--- config.mk ---
export PLATFORM = sky130hd
export DESIGN_NAME = fbpa_ram
export DESIGN_NICKNAME = d
export VERILOG_FILES = /design/src/design/fbpa_ram.sv
export SDC_FILE = /design/constraint.sdc
export NUM_CORES = 1
export LEC_CHECK = 0
export BUFFER_PORTS_ARGS = -buffer_cell sky130_fd_sc_hd__buf_2
export CORE_UTILIZATION = 60
export DETAILED_ROUTE_END_ITERATION = 6
export PLACE_DENSITY = 0.78
export SYNTH_ARGS = -nofsm -noshare
export SYNTH_HDL_FRONTEND = slang
export SYNTH_SLANG_ARGS = --single-unit
--- constraint.sdc ---
create_clock -name clock -period 1.92 [get_ports clock]
set_clock_uncertainty 0.2 [all_clocks]
set_input_delay 0.096 -clock clock [delete_from_list [all_inputs] [get_ports clock]]
set_output_delay 0.096 -clock clock [all_outputs]
set_load 0.03 [all_outputs]
--- src/design/fbpa_ram.sv ---
`timescale 1ns / 1ps
// ----------------------------------------------------------------------------
// fbpa_ram
// Simple dual-port RAM, one write and one read port, registered read data.
// ----------------------------------------------------------------------------
module fbpa_ram #(
   parameter int WIDTH = 8,
   parameter int DEPTH = 16
) (
   input  logic                     clock,
   input  logic                     wr_en,
   input  logic [$clog2(DEPTH)-1:0] wr_addr,
   input  logic [WIDTH-1:0]         wr_data,
   input  logic                     rd_en,
   input  logic [$clog2(DEPTH)-1:0] rd_addr,
   output logic [WIDTH-1:0]         rd_data
);

   logic [WIDTH-1:0] mem [DEPTH];

   always_ff @(posedge clock) begin
      if (wr_en) begin
         mem[wr_addr] <= wr_data;
      end
      if (rd_en) begin
         rd_data <= mem[rd_addr];
      end
   end

endmodule

* Word-level counts from Yosys, hierarchy flattened *
Memory sizes are Yosys's and may differ from the RTL's. A register that Yosys moved wholly into a read port is not among the register bits.
Cells that the tools add are included.

word-level totals
  memories kept = 1
  word-level logic and storage cells = 3
  RAM bits = 128
  register bits = 0
  output and inout bits = 8
  input bits = 19

cells by class
  multiplexer cells = 2

memories
  memory  depth  bits a word  read ports  clocked after memory_dff  wr ports  RTL line  source
  mem     16     8            1           1                         1         19        logic [WIDTH-1:0] mem [DEPTH];

operator list
  operator           number
  1-bit two-way mux  2

* Depth between registers and ports, before layout *
Gate-level depths: netlist (run 1).

  word-level depth = 2
  mapped depth = 5
  gate-level depth less buffers = 3

* Worst setup path after synthesis (run 1) *
Ideal clock, no wire load.

  path type = in2reg
  start point = input wr_addr[2]
  end point = memory mem[0][0] (enable)
  path slack = 131 ps
  stages on the path = 2
  data required time = 1337 ps
  library setup time = 383 ps
  data arrival time = 1206 ps
  path buffers = 0
  cell sequence = or3b_2 > nor3_1

RTL lines
  element             RTL line  source
  start: declaration  12        input logic [$clog2(DEPTH)-1:0] wr_addr,
  end: declaration    19

Straight into the memory's write port.

==> metrics.txt, run 1 <==
status=complete, no violations; synthesized area=5228 um^2; pin count of the biggest net entering global routing=33; Die X=95.34 um; TNS Setup=0 ns; most frequent cells after synthesis=edfxtp_1 (136), mux4_2 (18), a22oi_1 (16); total track usage=25.51%; vias in the first global route=2670; detailed-route via count=2595; Post-DRT Antenna Nets=0; initial antenna violation count=0; full die area=9090 um^2; Worst Setup Start Kind=flop; Yosys reg bits=136; dpl hpwl=5.803 mm; Die H=95.34 um; endpoints failing setup=0; total gr overflow=0; leakage=2.199 nW; Pins Over Slew Limit=0; Max transition margin=74.58%; Post-synth EDFFs=136; top cells by area, synth=edfxtp_1 (78%), mux4_2 (7.8%), mux4_1 (7.0%); Core ar.=8341 um^2; WL/cell=24.05 um; routed vias/inst=6.193; Root Buffer=clkbuf_8; clk_lat worst skew=0.53 ns; first-pass GRT wire length=15.09 mm; ys async rst share=0%; layout net count=320; H-tree levels=4; Syn Area/Cell=22.83 um^2; Worst Hold Class=in -> reg; Tcrit/Tclk final=88.31%; n_diodes=0; clk buf depth=2; Port Buf Inserts=26; fillers=436; slew of the pin with the lowest slew margin=0.3814 ns; crit end category=flop; CTS tree=yes; total number of yosys warnings=0; Gate Count Post-Synth=229; sequential cell area=4084 um^2; post-synth top area cell=edfxtp_1; Critical Path RT=1.99 ns; post-CTS setup buffers=0; Critical Path Fanout Max=1; dominant synthesized flop cell=edfxtp_1; Ports=27; power per cell area=1136 nW/um^2; Tot Pwr=7.277 mW; area of the multi-input gates=1057 um^2; # DRC=0; post-synthesis sequential area ratio=78.12%; Starting Density=62.68%; Tmin final=1.696 ns; share of layout cells above drive strength 1=30.25%; DRT Pass-1 Iters=4; most numerous cell in the Yosys netlist=edfxtp_1; VDD IR max=0.0007936 V; gpl congestion=0.7275; Area Overhead vs Synth=22.50%; clock sink total=136; distinct cell type count after synthesis=18; fmax=0.5898 GHz; max cap viols=0; CP Class=reg -> reg; Num CTS Buffers=17; number of DRC markers in iteration 0=107; post-synth top area share=78.12%; Post-Layout Cell Count=419; post-synth net total=248; R2R setup slack=0.22 ns; placed insts=372; RSZ-0062 raised after global routing=no; row count=33; Hold Fails Final Rpt=0; crit path DAT=1.77 ns; final WL=10.08 mm; Worst-path clk slew=0.06 ns
==> power by group <==
part	switching, mW	internal (mW)	total, mW
clock	1.19	2.36	3.55
sequential	0.0201	3.35	3.37
combinational	0.202	0.156	0.358
==> routing by layer <==
| layer | track usage [%] | vias up | routed length (um) |
|---|---|---|---|
| met4 | 12.75 | 0 | 274 |
| li1 | - | 1129 | - |
| met5 | 0 | - | 0 |
| met2 | 37.68 | 139 | 4819 |
| met3 | 8.453 | 23 | 784 |
| met1 | 34.39 | 1304 | 4200 |
==> what timing repair did <==
item,CTS,global route
endpoints found under the hold margin,187,0
gates resized for setup,0,0
endpoints found under the setup margin,0,0
hold buffers,15,0
==> placed cells by master, fill, tap and decap left out <==
| cell | count |
|---|---|
| clkbuf_16 | 16 |
| nand2b_1 | 2 |
| nand2_1 | 9 |
| clkbuf_8 | 1 |
| buf_2 | 26 |
| dlygate4sd3_1 | 15 |
| nor2b_1 | 1 |
| and2_1 | 1 |
| or3b_2 | 1 |
| mux4_2 | 18 |
| clkinv_4 | 1 |
| clkinvlp_4 | 4 |
| mux4_1 | 14 |
| clkinv_1 | 2 |
| buf_12 | 3 |
| and2b_1 | 1 |
| bufinv_16 | 6 |
| nand3b_1 | 2 |
| nand3_1 | 1 |
| nor3_1 | 4 |
| a22oi_1 | 16 |
| buf_4 | 19 |
| edfxtp_1 | 136 |
| clkbuf_1 | 2 |
| nor2_1 | 13 |
==> sequential cells by signal, summed over array words and instances, names as in the netlist <==
name     flops
rd_data      8
mem        128
==> path summary, 6_finish.rpt <==
| path | startpoint | depth (start not counted) | to |
|---|---|---|---|
| hold reg to reg | mem[11][3]$_DFFE_PP_ | 3 | rd_data[3]$_DFFE_PP_ |
| hold / removal | wr_addr[2] | 4 | mem[15][5]$_DFFE_PP_ |
| setup reg to reg | mem[2][2]$_DFFE_PP_ | 3 | rd_data[2]$_DFFE_PP_ |
| setup / recovery | mem[2][2]$_DFFE_PP_ | 3 | rd_data[2]$_DFFE_PP_ |
==> stage by stage <==
step	util (%)	hold WS, ns	cell area, um^2	setup slack [ns]
floorplan	-	-0.005131	5228	0.1311
global placement	67.21	0.2694	5605	0.02060
detailed placement	67.21	0.2759	5605	0.04600
CTS	76.78	0.001197	6404	0.1984
global route	76.78	0.02999	6404	0.1406
finish	76.78	0.02883	6404	0.2244
==> critical path, stage by stage, from the launching register on <==
cell and delay, ns:
edfxtp_1 0.38, mux4_1 0.52, a22oi_1 0.25, nand2_1 0.09
==> area by class of cell <==
class,instances,share of cell area [%]
clock buffer,19,6.585
sequential,136,63.77
clock inverter,13,3.537
tap,105,2.052
timing repair buffer,63,7.542
multi-input combinational,83,16.51
==> kinds of logic after synthesis <==
family	count (synthesis)	synth area share, %
AO/OA/AOI/OAI	16	2.298
buffers and inverters	10	1.651
flip-flops	136	78.12
multiplexers	32	14.79
AND/OR/NAND/NOR	35	3.136
Power figures use the tool's default switching activity.
==> run 2, diff against run 1 <==
CORE_ASPECT_RATIO = 0.5   (was not set)
GPL_ROUTABILITY_DRIVEN = 0   (was not set)
PLACE_DENSITY = 0.86   (was 0.78)
==> run 2 against run 1 <==
Compared with the run above:
- global-route usage up 3.5 points
- routed wire length rose by 17%
- via count grew 8.3%
- hold slack gained 0.054 ns
- sequential share of layout area grew 0.30 points
- largest power group is now sequential cells
==> metrics.txt, run 2 (synthesized netlist as in run 1, its figures left out) <==
Die X=134.0 um; H-tree levels=4; commonest cells after routing, fill and taps aside=edfxtp_1 (136), buf_2 (26), buf_4 (24); Pins Over Slew Limit=0; Worst Hold Class=in -> reg; initial antenna violation count=0; row count=23; area of the multi-input gates=1062 um^2; Max transition margin=67.71%; clk_lat worst skew=0.41 ns; share of layout cells above drive strength 1=33.02%; number of DRC markers in iteration 0=311; Tmin final=1.810 ns; Worst Hold Slack=0.08262 ns; Starting Density=63.51%; RSZ-0062 raised after global routing=no; Core ar.=8230 um^2; final WL=11.82 mm; Critical Path RT=1.87 ns; detailed-route via count=2811; CP startpoint=mem[4][1]$_DFFE_PP_; VDD IR max=0.0007418 V; Area Overhead vs Synth=21.92%; post-CTS setup buffers=0; most common cell after layout, fill and taps aside=edfxtp_1; Post-DRT Antenna Nets=0; clock sink total=136; Top Registers=mem (128), rd_data (8); clock power share=45.8%; vias in the first global route=2799; max cap viols=0; crit end category=flop; Sw Ratio=20.29%; Critical Path Fanout Max=1; status=complete, no violations; Hold Fails Final Rpt=0; n_diodes=0; fmax=0.5524 GHz; Psw=1.409 mW; fillers=387; Die H=68 um; Sequential Power Share=48.5%; Port Buf Inserts=26; dpl hpwl=6.707 mm; DRT Pass-1 Iters=4; crit path DAT=1.76 ns; Tcrit/Tclk final=94.29%; endpoints failing setup=0; leakage=2.200 nW; hold path startpoint=wr_addr[0]; placed insts=386; WL/cell=27.68 um; combinational share of power=5.7%; full die area=9112 um^2; first-pass GRT wire length=17.24 mm; CP Class=reg -> reg; Worst Setup Start Kind=flop; layout net count=321; clk buf depth=2; R2R setup slack=0.11 ns; final core occ=77.44%; sequential cell area=4084 um^2; CTS tree=yes; max reg flops=128; Top reg by flops=mem; routed vias/inst=6.583; Root Buffer=clkbuf_16; total track usage=28.99%; Worst-path clk slew=0.05 ns; Cell Int Power=5.535 mW; slew of the pin with the lowest slew margin=0.4843 ns; power per cell area=1089 nW/um^2; # DRC=0; total gr overflow=0; Num CTS Buffers=17; worst reg2reg startpoint=mem[4][1]$_DFFE_PP_; FF-to-FF path depth=3; Post-Layout Cell Count=427; Ports=27; pin count of the biggest net entering global routing=18; worst hold path stage count=3
==> run 2: area by class of cell <==
cell class	count	area share (%)
repair buffers	64	7.852
multi-input cells	83	16.67
flip-flops and latches	136	64.08
clock buffers	18	6.733
clock inverters	14	2.473
well taps	112	2.199
==> run 2: stage by stage <==
step	setup slack (ns)	power, mW	area (um^2)	TNS [ns]
2_1_floorplan	0.1311	3.618	5228	0
3_3_place_gp	0.0009410	3.763	5692	0
3_5_place_dp	-0.05961	3.788	5692	-0.05961
4_1_cts	0.01624	6.969	6369	0
5_1_grt	0.05838	7.120	6374	0
6_report	0.1097	6.944	6374	0
==> run 2: power groups by stage <==
stage / combinational, mW / clock (mW) / sequential, mW
after CTS: 0.389 / 3.21 / 3.37
after floorplan: 0.169 / 0 / 3.45
after detailed placement: 0.360 / 0 / 3.43
final: 0.394 / 3.18 / 3.37
after global routing: 0.412 / 3.34 / 3.37
after global placement: 0.343 / 0 / 3.42
==> run 2: routing by layer <==
layer	GRT usage [%]	up-vias	part of all wire (%)
met1	37.53	1456	40
li1	-	1137	-
met3	7.481	30	8.2
met2	47.67	188	49
met5	0	-	0
met4	13.78	0	2.0
==> run 2: what timing repair did <==
action	4_1_cts	5_1_grt
endpoints found under the hold margin	136	0
endpoints found under the setup margin	0	1
hold buffers	9	0
resized for setup	0	1
==> run 2: worst max-delay path, stage by stage, from the launching register on <==
cell and delay [ns]:
edfxtp_1 0.41, mux4_1 0.56, a22oi_1 0.30, nand2_1 0.09
==> run 2: final timing paths <==
path / to
hold / removal: mem[12][4]$_DFFE_PP_
hold reg to reg: rd_data[6]$_DFFE_PP_
setup / recovery: rd_data[1]$_DFFE_PP_
setup reg to reg: rd_data[1]$_DFFE_PP_
==> run 3, diff against run 2 <==
CORE_MARGIN = 4   (was not set)
==> run 3 against run 2 <==
Compared with the run above:
- die area up 14%
- global-route usage shrank 1.3 points
- utilization is 0.50 points lower
- sequential cell count unchanged
- via count up 3.5%
- largest power group is now clock
==> metrics.txt, run 3 (synthesized netlist as in run 1, its figures left out) <==
max cap viols=0; power per cell area=1147 nW/um^2; DRT Pass-1 Iters=5; Tot Pwr=7.266 mW; # DRC=0; Ports=27; CP Class=reg -> reg; fmax=0.5354 GHz; share of layout cells above drive strength 1=32.04%; initial antenna violation count=0; number of DRC markers in iteration 0=441; Tcrit/Tclk final=97.29%; post-route cell area=6332 um^2; most common cell after layout, fill and taps aside=edfxtp_1; status=complete, no violations; Die H=74 um; CTS tree=yes; leakage=2.186 nW; Top Registers=mem (128), rd_data (8); final core occ=76.94%; Num CTS Buffers=17; Starting Density=63.51%; Critical Path RT=1.88 ns; met1 usage=38.61%; Port Buf Inserts=26; clk buf depth=2; Placed Instance Area=5609 um^2; full die area=10360 um^2; Max transition margin=48.01%; Critical Path Fanout Max=1; routed vias/inst=6.907; busiest grt layer=met2; Post-Layout Cell Count=421; commonest cells after routing, fill and taps aside=edfxtp_1 (136), buf_2 (26), buf_4 (21); VDD IR max=0.0007349 V; crit path DAT=1.82 ns; Worst Hold Class=in -> reg; dpl hpwl=7.000 mm; global routing usage on met3=8.992%; Top reg by flops=mem; Tmin final=1.868 ns; max reg flops=128; clock sink total=136; n_diodes=0; Pins Over Slew Limit=0; H-tree levels=4; layout net count=315; WL/cell=30.82 um; Post-DRT Antenna Nets=0; met2 usage=42.63%; Hold Fails Final Rpt=0; Worst-path clk slew=0.07 ns; clk_lat worst skew=0.42 ns; Area Overhead vs Synth=21.13%; final WL=12.98 mm; pin count of the biggest net entering global routing=33; total track usage=27.73%; total gr overflow=0; first-pass GRT wire length=19.51 mm; vias in the first global route=2833; sequential cell area=4084 um^2; detailed-route via count=2908; RSZ-0062 raised after global routing=no; placed insts=380; row count=23; endpoints failing setup=0; Core ar.=8230 um^2; Die X=140.0 um; slew of the pin with the lowest slew margin=0.7770 ns; fillers=397; crit end category=flop; Worst Setup Start Kind=flop; Root Buffer=clkbuf_16; area of the multi-input gates=1057 um^2
[run 3: per-layer routing]
layer  routed length [um]  part of all wire, %
met5                    0                    0
met4                  444                  3.4
met2                 5988                   46
met3                 1592                   12
met1                 4949                   38
[run 3: report_power, final]
part,switching [mW],leakage [nW],internal (mW)
registers,0.0262,1.24,3.35
logic,0.228,0.640,0.149
clock network,1.23,0.310,2.28
total,1.49,2.19,5.78
[run 3: final timing paths]
check | start | end | slack, ns | cells after the start
min | wr_addr[0] | mem[0][5]$_DFFE_PP_ | 0.07 | 3
max | mem[3][7]$_DFFE_PP_ | rd_data[7]$_DFFE_PP_ | 0.05 | 3
min reg2reg | mem[12][7]$_DFFE_PP_ | rd_data[7]$_DFFE_PP_ | 0.55 | 3
max reg2reg | mem[3][7]$_DFFE_PP_ | rd_data[7]$_DFFE_PP_ | 0.05 | 3
[run 3: final cells by class]
type / count / area share (%)
Clock inverter: 15 / 3.280
Clock buffer: 17 / 6.718
Timing Repair Buffer: 58 / 6.599
Sequential cell: 136 / 64.49
Tap cell: 112 / 2.213
Multi-Input combinational cell: 83 / 16.70
[run 3: worst max-delay path, cell delays in order (launching register included)]
cell	delay, ns
edfxtp_1	0.36
mux4_2	0.50
a22oi_1	0.46
nand2_1	0.10
[run 3: repair_timing]
action / 4_1_cts / 5_1_grt
hold buffers: 9 / 0
buffers inserted: 0 / 0
endpoints found under the hold margin: 136 / 0
resized for setup: 0 / 0
[run 3: stage by stage]
stage               setup WS, ns  TNS [ns]  hold WS, ns
finish                   0.05207         0      0.06815
global route             0.01603         0      0.05976
global placement        -0.03475  -0.05938       0.2672
CTS                      0.07635         0      0.04572
detailed placement      -0.04013  -0.06421       0.2793
floorplan                 0.1311         0    -0.005131
