`config.mk`:
```
export PLATFORM = sky130hd
export DESIGN_NAME = fbpa_acct
export DESIGN_NICKNAME = d
export VERILOG_FILES = /design/src/design/fbpa_pkg.sv /design/src/design/fbpa_acct.sv
export SDC_FILE = /design/constraint.sdc
export NUM_CORES = 1
export LEC_CHECK = 0
export BUFFER_PORTS_ARGS = -buffer_cell sky130_fd_sc_hd__buf_4
export CAP_MARGIN = 40
export CORE_ASPECT_RATIO = 1.5
export CORE_UTILIZATION = 62
export CTS_CLUSTER_DIAMETER = 80
export CTS_CLUSTER_SIZE = 28
export DETAILED_ROUTE_END_ITERATION = 8
export GPL_TIMING_DRIVEN = 0
export PLACE_DENSITY = 0.84
export RECOVER_POWER = 25
export SYNTH_ARGS = -nofsm -noshare
export SYNTH_HDL_FRONTEND = slang
export SYNTH_SLANG_ARGS = --single-unit
```
`constraint.sdc`:
```
create_clock -name clock -period 7 [get_ports clock]
set_clock_uncertainty 0.05 [all_clocks]
set_input_delay 0.35 -clock clock [delete_from_list [all_inputs] [get_ports clock]]
set_output_delay 0.35 -clock clock [all_outputs]
set_load 0.05 [all_outputs]
```
`src/design/fbpa_pkg.sv`:
```
`timescale 1ns / 1ps
// ----------------------------------------------------------------------------
// fbpa_pkg
// Shared types, codes and constants of the fixed block pool allocator.
// ----------------------------------------------------------------------------
package fbpa_pkg;

   localparam int MAX_BLOCKS   = 1024;
   localparam int IDX_W        = $clog2(MAX_BLOCKS);
   localparam int CNT_W        = IDX_W + 1;
   localparam int LINK_W       = CNT_W;
   localparam int ENTRY_W      = LINK_W + 1;     // {owned, next link}
   localparam int HEADER_BYTES = 8;
   localparam int MAX_PAYLOAD  = 65536;
   localparam int SZ_W         = 17;
   localparam int BYTES_W      = 27;
   localparam int ERR_W        = 16;
   localparam int CSR_IDX_W    = 1;

   localparam logic [CNT_W-1:0]     COUNT_RESET = CNT_W'(1024);
   localparam logic [SZ_W-1:0]      BYTES_RESET = SZ_W'(64);
   localparam logic [CSR_IDX_W-1:0] REG_BLOCK_COUNT = 1'b0;
   localparam logic [CSR_IDX_W-1:0] REG_BLOCK_BYTES = 1'b1;

   typedef enum logic [1:0] {
      CMD_ALLOC = 2'd0,
      CMD_FREE  = 2'd1,
      CMD_INIT  = 2'd2,
      CMD_NOP   = 2'd3
   } cmd_type;

   typedef enum logic [2:0] {
      RSP_ALLOCATED   = 3'd0,
      RSP_FREED       = 3'd1,
      RSP_INITIALIZED = 3'd2,
      RSP_EMPTY       = 3'd3,
      RSP_REJECTED    = 3'd4
   } status_type;

   typedef enum logic [1:0] {
      S_IDLE,
      S_INIT,
      S_EXEC
   } state_type;

   // accounting updates, at most one set per item
   typedef struct packed {
      logic load_init;
      logic take;
      logic give;
      logic fault;
   } acct_ctl_type;

   function automatic logic [CNT_W-1:0] clamp_count(input logic [CNT_W-1:0] v);
      logic [CNT_W-1:0] r;
      r = v;
      if (v == '0) r = CNT_W'(1);
      else if (v > CNT_W'(MAX_BLOCKS)) r = CNT_W'(MAX_BLOCKS);
      return r;
   endfunction

   function automatic logic [SZ_W-1:0] clamp_bytes(input logic [SZ_W-1:0] v);
      logic [SZ_W-1:0] r;
      r = v;
      if (v == '0) r = SZ_W'(1);
      else if (v > SZ_W'(MAX_PAYLOAD)) r = SZ_W'(MAX_PAYLOAD);
      return r;
   endfunction

endpackage

```
`src/design/fbpa_acct.sv`:
```
`timescale 1ns / 1ps
// ----------------------------------------------------------------------------
// fbpa_acct
// Byte accounting: available, used, peak used and saturating error count.
// ----------------------------------------------------------------------------
module fbpa_acct import fbpa_pkg::*; (
   input  logic               clock,
   input  logic               reset,
   input  acct_ctl_type       ctl,
   input  logic [CNT_W-1:0]   pool_n,
   input  logic [SZ_W-1:0]    pool_sz,
   output logic [BYTES_W-1:0] avail_bytes,
   output logic [BYTES_W-1:0] used_bytes,
   output logic [BYTES_W-1:0] peak_bytes,
   output logic [ERR_W-1:0]   errors
);

   logic [BYTES_W-1:0] avail_ff, avail_in;
   logic [BYTES_W-1:0] used_ff, used_in;
   logic [BYTES_W-1:0] peak_ff, peak_in;
   logic [ERR_W-1:0]   err_ff, err_in;
   logic [BYTES_W-1:0] sz_ext;
   logic [BYTES_W-1:0] used_up;
   logic [CNT_W+SZ_W-1:0] init_prod;

   assign sz_ext    = BYTES_W'(pool_sz);
   assign used_up   = used_ff + sz_ext;
   assign init_prod = (CNT_W+SZ_W)'(pool_n) * (CNT_W+SZ_W)'(pool_sz);

   always_comb begin
      avail_in = avail_ff;
      used_in  = used_ff;
      peak_in  = peak_ff;
      err_in   = err_ff;
      priority if (ctl.load_init) begin
         avail_in = BYTES_W'(init_prod);
         used_in  = BYTES_W'(pool_n) * BYTES_W'(HEADER_BYTES);
         peak_in  = '0;
         err_in   = '0;
      end else if (ctl.take) begin
         avail_in = avail_ff - sz_ext;
         used_in  = used_up;
         if (used_up > peak_ff) begin
            peak_in = used_up;
         end
      end else if (ctl.give) begin
         avail_in = avail_ff + sz_ext;
         used_in  = used_ff - sz_ext;
      end else if (ctl.fault) begin
         if (err_ff != '1) begin
            err_in = err_ff + ERR_W'(1);
         end
      end
   end

   always_ff @(posedge clock) begin
      if (reset) begin
         avail_ff <= '0;
         used_ff  <= '0;
         peak_ff  <= '0;
         err_ff   <= '0;
      end else begin
         avail_ff <= avail_in;
         used_ff  <= used_in;
         peak_ff  <= peak_in;
         err_ff   <= err_in;
      end
   end

   assign avail_bytes = avail_ff;
   assign used_bytes  = used_ff;
   assign peak_bytes  = peak_ff;
   assign errors      = err_ff;

endmodule

```
### Word level (Yosys, flattened, before mapping)

Index checks and enable logic that the tools add are counted.

* flip-flop bits (word level): 97
* bits in latches: 0
* RAM bits: 0
* bits in read-only memories: 0
* input port bits: 34
* output and inout bits: 97
* word-level logic and storage cells: 26
* memories: 0

* add/sub/neg operators: 5
* multiply operators: 1
* div/mod/pow operators: 0
* magnitude comparators: 1
* eq/ne operators: 1
* shifts and indexed selects: 0
* muxes and demuxes: 6
* bitwise gates (word level): 2
* reductions and logical operators: 5

Operators by type and width (number)
* $mux 27: 5
* $add 27x17->27: 2
* $sub 27x17->27: 2
* $gt 27x27->1: 1
* $mul 11x17->27: 1
* $add 16x1->16 const B: 1
* $ne 16x16->1 const B: 1
* $mux 14: 1
* $reduce_and 4->1: 1
* $reduce_bool 3->1: 1
* $not 1->1: 2
* $reduce_and 2->1: 1
* $reduce_bool 2->1: 1
* $reduce_or 2->1: 1

### Depth between registers and ports, before layout

Gate-level depths: netlist of the first run.

* depth after elaboration: 4
* depth in mapped cells: 23
* depth with buffers taken out: 21

### Least setup slack after synthesis of the first run

OpenSTA, ideal clock, no wires.

* path kind: input to register
* start: input pool_n[3]
* end: register avail_ff[25] (netlist: avail_bytes[25])
* setup time: 0.122 ns
* arrival: 5.613 ns
* required time: 6.828 ns
* slack: 1.215 ns
* stages on the path: 20
* buffers on the path: 2
* cells stage by stage: clkbuf_1 -> clkbuf_1 -> nand2_1 -> fa_1 -> fa_1 -> fa_1 -> inv_1 -> fa_1 -> inv_1 -> fa_1 -> inv_1 -> ha_1 -> or4_1 -> o22ai_1 -> o31ai_1 -> o21ai_1 -> o21ai_1 -> o21ai_0 -> o31ai_1 -> a221o_1

* word-level cells in the longest chain between the ends: 2

RTL lines
* start, declared: RTL line fbpa_acct.sv:10 `input logic [CNT_W-1:0] pool_n,`
* $mul 11x17->27: RTL line fbpa_acct.sv:28 `assign init_prod = (CNT_W+SZ_W)'(pool_n) * (CNT_W+SZ_W)'(pool_sz);`
* $mux 27: RTL line fbpa_acct.sv:35 `priority if (ctl.load_init) begin`
* end signal, assigned: RTL line fbpa_acct.sv:63 `avail_ff <= avail_in;`
* end, declared: RTL line fbpa_acct.sv:18 `logic [BYTES_W-1:0] avail_ff, avail_in;`

Every way passes these cells.
A chain may end at the register's enable or synchronous reset.

### Final worst setup path of the first run

* start: input pool_n[6]
* end: register avail_ff[25] (netlist: avail_bytes[25])

Same word-level chain as after synthesis.

==> results of run 1 <==
==> critical path, cell delays in order <==
cell and delay, ns:
clkbuf_1 0.64, clkbuf_1 0.51, nand2_1 0.15, fa_1 0.45
fa_1 0.52, fa_1 0.51, inv_1 0.06, fa_1 0.53
inv_1 0.05, fa_1 0.52, inv_1 0.04, ha_1 0.25
or4_1 0.54, o22ai_1 0.39, o31ai_1 0.22, o21ai_1 0.30
o21ai_1 0.17, o21ai_0 0.16, o31ai_1 0.09, a221o_1 0.36
==> sequential cells by signal, indices dropped and copies added, names as in the netlist <==
signal	count
avail_bytes	27
errors	16
peak_bytes	27
used_bytes	27
==> final cells by class <==
cell class / instances / area [um^2] / share of cell area (%)
inverter: 248 / 931 / 5.94
clock buffer: 9 / 225 / 1.44
buffer: 93 / 369 / 2.35
sequential: 97 / 1940 / 12.4
tap: 276 / 345 / 2.20
clock inverter: 6 / 66.3 / 0.423
multi-input combinational: 1371 / 11100 / 70.5
timing repair buffer: 123 / 743 / 4.74
==> cells in the final DEF (no fill, tap or decap), types with 11 or more instances in the layout <==
master and count:
and3_1 17, a21o_1 49, a21oi_1 105, a31oi_1 16, nand4_1 16, nor2_1 139
mux2i_1 30, xnor2_1 74, nand3_1 29, clkbuf_1 129, a211oi_1 29, nand2_1 179
nand2b_1 17, o21ai_0 59, nor2b_1 18, inv_1 248, buf_4 75, xor2_1 41
and2_1 94, nor3_1 20, dfxtp_1 97, o211ai_1 11, fa_1 136, o21bai_1 12
ha_1 152, or3_1 16, o31ai_1 17
==> per-layer routing <==
layer  part of all wire [%]  vias to the layer above  GRT usage [%]
li1                       -                     6249              -
met1                     38                     6394           39.4
met2                     51                      439           67.7
met3                    4.3                      130           3.34
met4                    6.1                        0           22.6
met5                      0                        -              0
==> power breakdown <==
group / internal, mW / switching (mW)
logic: 1.63 / 2.46
clock network: 0.277 / 0.236
registers: 0.640 / 0.0950
total: 2.55 / 2.79
==> cell families (layout without fill, tap and decap cells) <==
| family | Yosys count | in the layout |
|---|---|---|
| AND/OR/NAND/NOR | 564 | 564 |
| flip-flops | 97 | 97 |
| adder cells (fa/ha/maj) | 288 | 288 |
| AO/OA/AOI/OAI | 372 | 372 |
| buffers and inverters | 341 | 479 |
| multiplexers | 32 | 32 |
| XOR/XNOR | 115 | 115 |
==> per-stage QoR <==
step | hold WS, ns | total power [mW] | cells | cell area, um^2
2_1_floorplan | 0.444 | 3.90 | 1809 | 14300
3_3_place_gp | 0.439 | 4.69 | 2207 | 15600
3_5_place_dp | 0.442 | 4.80 | 2208 | 15600
4_1_cts | 0.267 | 5.32 | 2223 | 15900
5_1_grt | 0.296 | 5.86 | 2223 | 15700
6_report | 0.272 | 5.34 | 2223 | 15700
==> how the worst max path moves through the flow <==
stage | startpoint | to | slack [ns] | cells after the start
floorplan | pool_n[3] | avail_bytes[25] | 1.22 | 20
global placement | pool_n[7] | avail_bytes[25] | 0.18 | 22
detailed placement | pool_n[7] | avail_bytes[25] | 0.1 | 22
CTS | pool_n[7] | avail_bytes[25] | 0.49 | 20
global route | pool_n[6] | avail_bytes[25] | 0.16 | 20
finish | pool_n[6] | avail_bytes[25] | 0.37 | 20
==> results.yml, run 1 <==
floorplanning:
  die_area_um2: 23700
  fp.coreArea_um2: 22500
  fp-row-count: 67
  start_util_pct: 63.7
  pin_count: 131
  die_w_um: 126
  fp.dieH_um: 188
synthesis:
  yosysSeqAreaShare_pct: 13.6
  synth_top_family_by_area: "adder cells"
  synth_xor_xnor_area_share_pct: 7.04
  yosysWarningCount: 0
  synth_top_area_share_pct: 19.0
  synth_commonest_cells: "248 x inv_1, 179 x nand2_1, 152 x ha_1"
  netlist_top_cells_area: "fa_1 19%, dfxtp_1 14%, ha_1 13%"
  synth_compound_area_share_pct: 16.9
  synth_most_common_cell: "inv_1"
  synth_fa_ha_area_share_pct: 32.3
  ys_types: 65
  synthSimpleGateAreaFrac_pct: 18.8
  synth_seq_cells: 97
  yosys.area.top_type: "fa_1"
  syn-instance-count: 1809
  synth-edff-count: 0
  netlist_area_um2: 14300
  syn_nets: 2131
  postSynthAreaPerCell_um2: 7.91
  muxShareOfSynthArea_pct: 2.26
  synthArstFlopShare_pct: 0
  ys.flop_type: "dfxtp_1"
route:
  dr.pass1.iters: 5
  drc: 0
  wl_per_cell_um: 19.2
  drtAntennaViolNets: 0
  num_vias: 13200
  wl_um: 42600
  drt-initial-drc-count: 805
  viasPerCell: 5.94
global_route:
  overflow: 0
  grt_pass1_vias: 13500
  grt_max_degree: 17
  grt_use_total_pct: 36.5
  grt_pass1_wl_um: 67600
  grt_antenna_before_repair: 0
timing:
  slew_viol_final: 0
  setup_tns_ns: 0
  layout_setup_ws_ns: 0.370
  slew_headroom_pct: 39.5
  final_hold_viol_count: 0
  min_period_ns: 6.63
  setup_viol: 0
  period_share_pct: 94.7
  fmax_mhz: 151
  worst_slew_pin_slew_ns: 0.900
  rsz0062_at_grt: "false"
critical_path:
  crit_path_end_kind: "flop"
  regToRegSetupSlack_ns: 1.25
  crit_type: "input pin to flop"
  cp.required_ns: 7.21
  cp_max_fo: 10
  worstReg2RegStart: "used_bytes[0]"
  reg2reg_depth: 19
  reg2reg_to: "peak_bytes[25]"
  cp.arrival_ns: 6.84
  startpoint_type: "input pin"
placement:
  place_ws_ns: 0.0955
  place_congestion: 0.957
  portBuffers: 122
  place.detailed.hpwl_um: 34700
power_and_ir_drop:
  cellPowerDensity_nw_per_um2: 340
  p_leak_nw: 7.48
  irDropWorstVdd_mv: 0.236
clock_network:
  cts_made_buffers: 9
  cts.sinks: 97
  cts_max_level: 3
  clk_pin_slew_ns: 0.08
  cts_resized: 0
  clock_latency_ns: 0.36
  cts-root-buf: "clkbuf_16"
  clockBufferDepth: 2
  cts_hold_buffers: 0
  post-cts-setup-buffer-count: 0
  cts_tree: "built"
final_layout:
  drive_above_1_share_pct: 5.70
  synthToLayoutAreaGrowth_pct: 9.65
  fillCellCount: 1935
  finalNetCount: 2265
  antenna_cells: 0
  final_core_util_pct: 69.8
run_status:
  status: "completed"
hold_path:
  min_to: "used_bytes[3]"
  hold_start: "pool_n[0]"
  hp-class: "input pin to flop"
  whs_path_depth: 3
job:
  drv_cap: 0
Power figures use the tool's default switching activity.
==> run 2, diff against run 1 <==
- CTS_CLUSTER_SIZE: 28 -> default
- SETUP_SLACK_MARGIN: default -> 0.4
==> run 2 against run 1 <==
  * Die area unchanged
  * Worst hold slack worse by 0.0027 ns
  * Sequential cell count unchanged
  * Total power about the same
  * Critical path depth up 1
==> results.yml, run 2 (synthesized netlist as in run 1, its figures left out) <==
job:
  drv_cap: 0
power_and_ir_drop:
  combPwrFrac_pct: 76.6
  cellPowerDensity_nw_per_um2: 340
  p_switching_mw: 2.79
  p_seq_share_pct: 13.8
  pwr-share-clk_pct: 9.7
  sw_frac_of_total_pct: 52.2
  p_leak_nw: 7.49
  irDropWorstVdd_mv: 0.236
  p_int_mw: 2.55
clock_network:
  cts_made_buffers: 9
  cts_hold_buffers: 0
  clock_latency_ns: 0.36
  cts_max_level: 3
  clk_pin_slew_ns: 0.08
  post-cts-setup-buffer-count: 0
  cts_resized: 0
  cts_tree: "built"
  clockBufferDepth: 2
  cts.sinks: 97
  cts-root-buf: "clkbuf_16"
timing:
  slew_headroom_pct: 39.7
  setup_viol: 0
  worst_slew_pin_slew_ns: 0.896
  rsz0062_at_grt: "false"
  final_hold_viol_count: 0
  slew_viol_final: 0
  fmax_mhz: 158
  setup_tns_ns: 0
  period_share_pct: 90.3
  min_period_ns: 6.32
route:
  drc: 0
  viasPerCell: 5.96
  dr.pass1.iters: 5
  drtAntennaViolNets: 0
  wl_um: 42600
  drt-initial-drc-count: 848
  num_vias: 13200
  wl_per_cell_um: 19.2
critical_path:
  cp.required_ns: 7.23
  cp_max_fo: 10
  crit_path_cell_trace: "clkbuf_1, clkbuf_1, nand2_1, fa_1, fa_1, inv_1, fa_1, fa_1, inv_1, fa_1, inv_1, ha_1, nand4_1, nor3_1, o31ai_1, a21o_1, a31oi_1, a41oi_1, xnor2_1, nor2_1, a211oi_1"
  critPathTopFamily: "adder cells"
  cpMostUsedCell: "fa_1"
  crit_path_end_kind: "flop"
  cp.arrival_ns: 6.55
  slowest_stage: "clkbuf_1"
  cp_num_buf_inv: 5
  cp_slowest_stage_delay_ns: 0.55
  startpoint_type: "input pin"
  crit_type: "input pin to flop"
placement:
  placed_area_um2: 15600
  place_congestion: 0.957
  portBuffers: 122
  place.detailed.hpwl_um: 34700
floorplanning:
  start_util_pct: 63.7
  fp-row-count: 67
  fp.dieH_um: 188
  pin_count: 131
  die_area_um2: 23700
  fp.coreArea_um2: 22500
  die_w_um: 126
global_route:
  grt_antenna_before_repair: 0
  grt_max_degree: 17
  overflow: 0
  grt_pass1_wl_um: 67600
  grt_use_total_pct: 36.5
  grt_pass1_vias: 13500
final_layout:
  final_common_cell: "inv_1"
  finalNetCount: 2265
  final_cell_mix: "248 x inv_1, 179 x nand2_1, 152 x ha_1, 139 x nor2_1, 136 x fa_1"
  antenna_cells: 0
  fin_area_um2: 15700
  synthToLayoutAreaGrowth_pct: 9.69
  drive_above_1_share_pct: 5.91
hold_path:
  hp-class: "input pin to flop"
run_status:
  status: "completed"
==> run 2: worst min-delay path: stages <==
cell and delay, ns:
buf_4 0.14, mux2i_1 0.08, nor2_1 0.08
==> run 2: final cells by class <==
cell class	instances	area, um^2
Buffer	93	374
Clock buffer	9	225
Clock inverter	6	66.3
Fill cell	1937	6780
Inverter	248	931
Multi-Input combinational cell	1371	11100
Sequential cell	97	1940
Tap cell	276	345
Timing Repair Buffer	123	743
==> run 2: final timing paths <==
check,from,end,slack [ns],depth (start not counted)
worst max-delay path,pool_n[4],avail_bytes[26],0.68,21
worst min-delay path,pool_n[0],used_bytes[3],0.27,3
worst max register to register,used_bytes[0],peak_bytes[24],1.25,20
worst min register to register,peak_bytes[17],peak_bytes[17],0.45,2
==> run 2: power by group through the flow <==
stage          clock, mW  sequential, mW  combinational, mW
2_1_floorplan          0           0.987               2.91
3_3_place_gp           0           0.743               3.95
3_5_place_dp           0           0.745               4.06
4_1_cts            0.516           0.733               4.08
5_1_grt            0.538           0.740               4.58
6_report           0.515           0.736               4.09
==> run 2: routing by layer <==
| metal | wire length, um | global-route usage [%] | vias up |
|---|---|---|---|
| li1 | - | - | 6252 |
| met1 | 16200 | 39.4 | 6412 |
| met2 | 21900 | 67.7 | 448 |
| met3 | 1890 | 3.34 | 128 |
| met4 | 2600 | 22.6 | 0 |
| met5 | 0 | 0 | - |
==> run 2: per-stage QoR <==
stage	total power [mW]	utilization [%]	setup slack, ns	hold slack [ns]	std cells
2_1_floorplan	3.90	-	1.22	0.444	1809
3_3_place_gp	4.69	69.3	0.183	0.439	2207
3_5_place_dp	4.80	69.3	0.0955	0.442	2208
4_1_cts	5.32	70.6	0.486	0.267	2223
5_1_grt	5.86	69.8	0.401	0.296	2223
6_report	5.34	69.8	0.679	0.269	2223
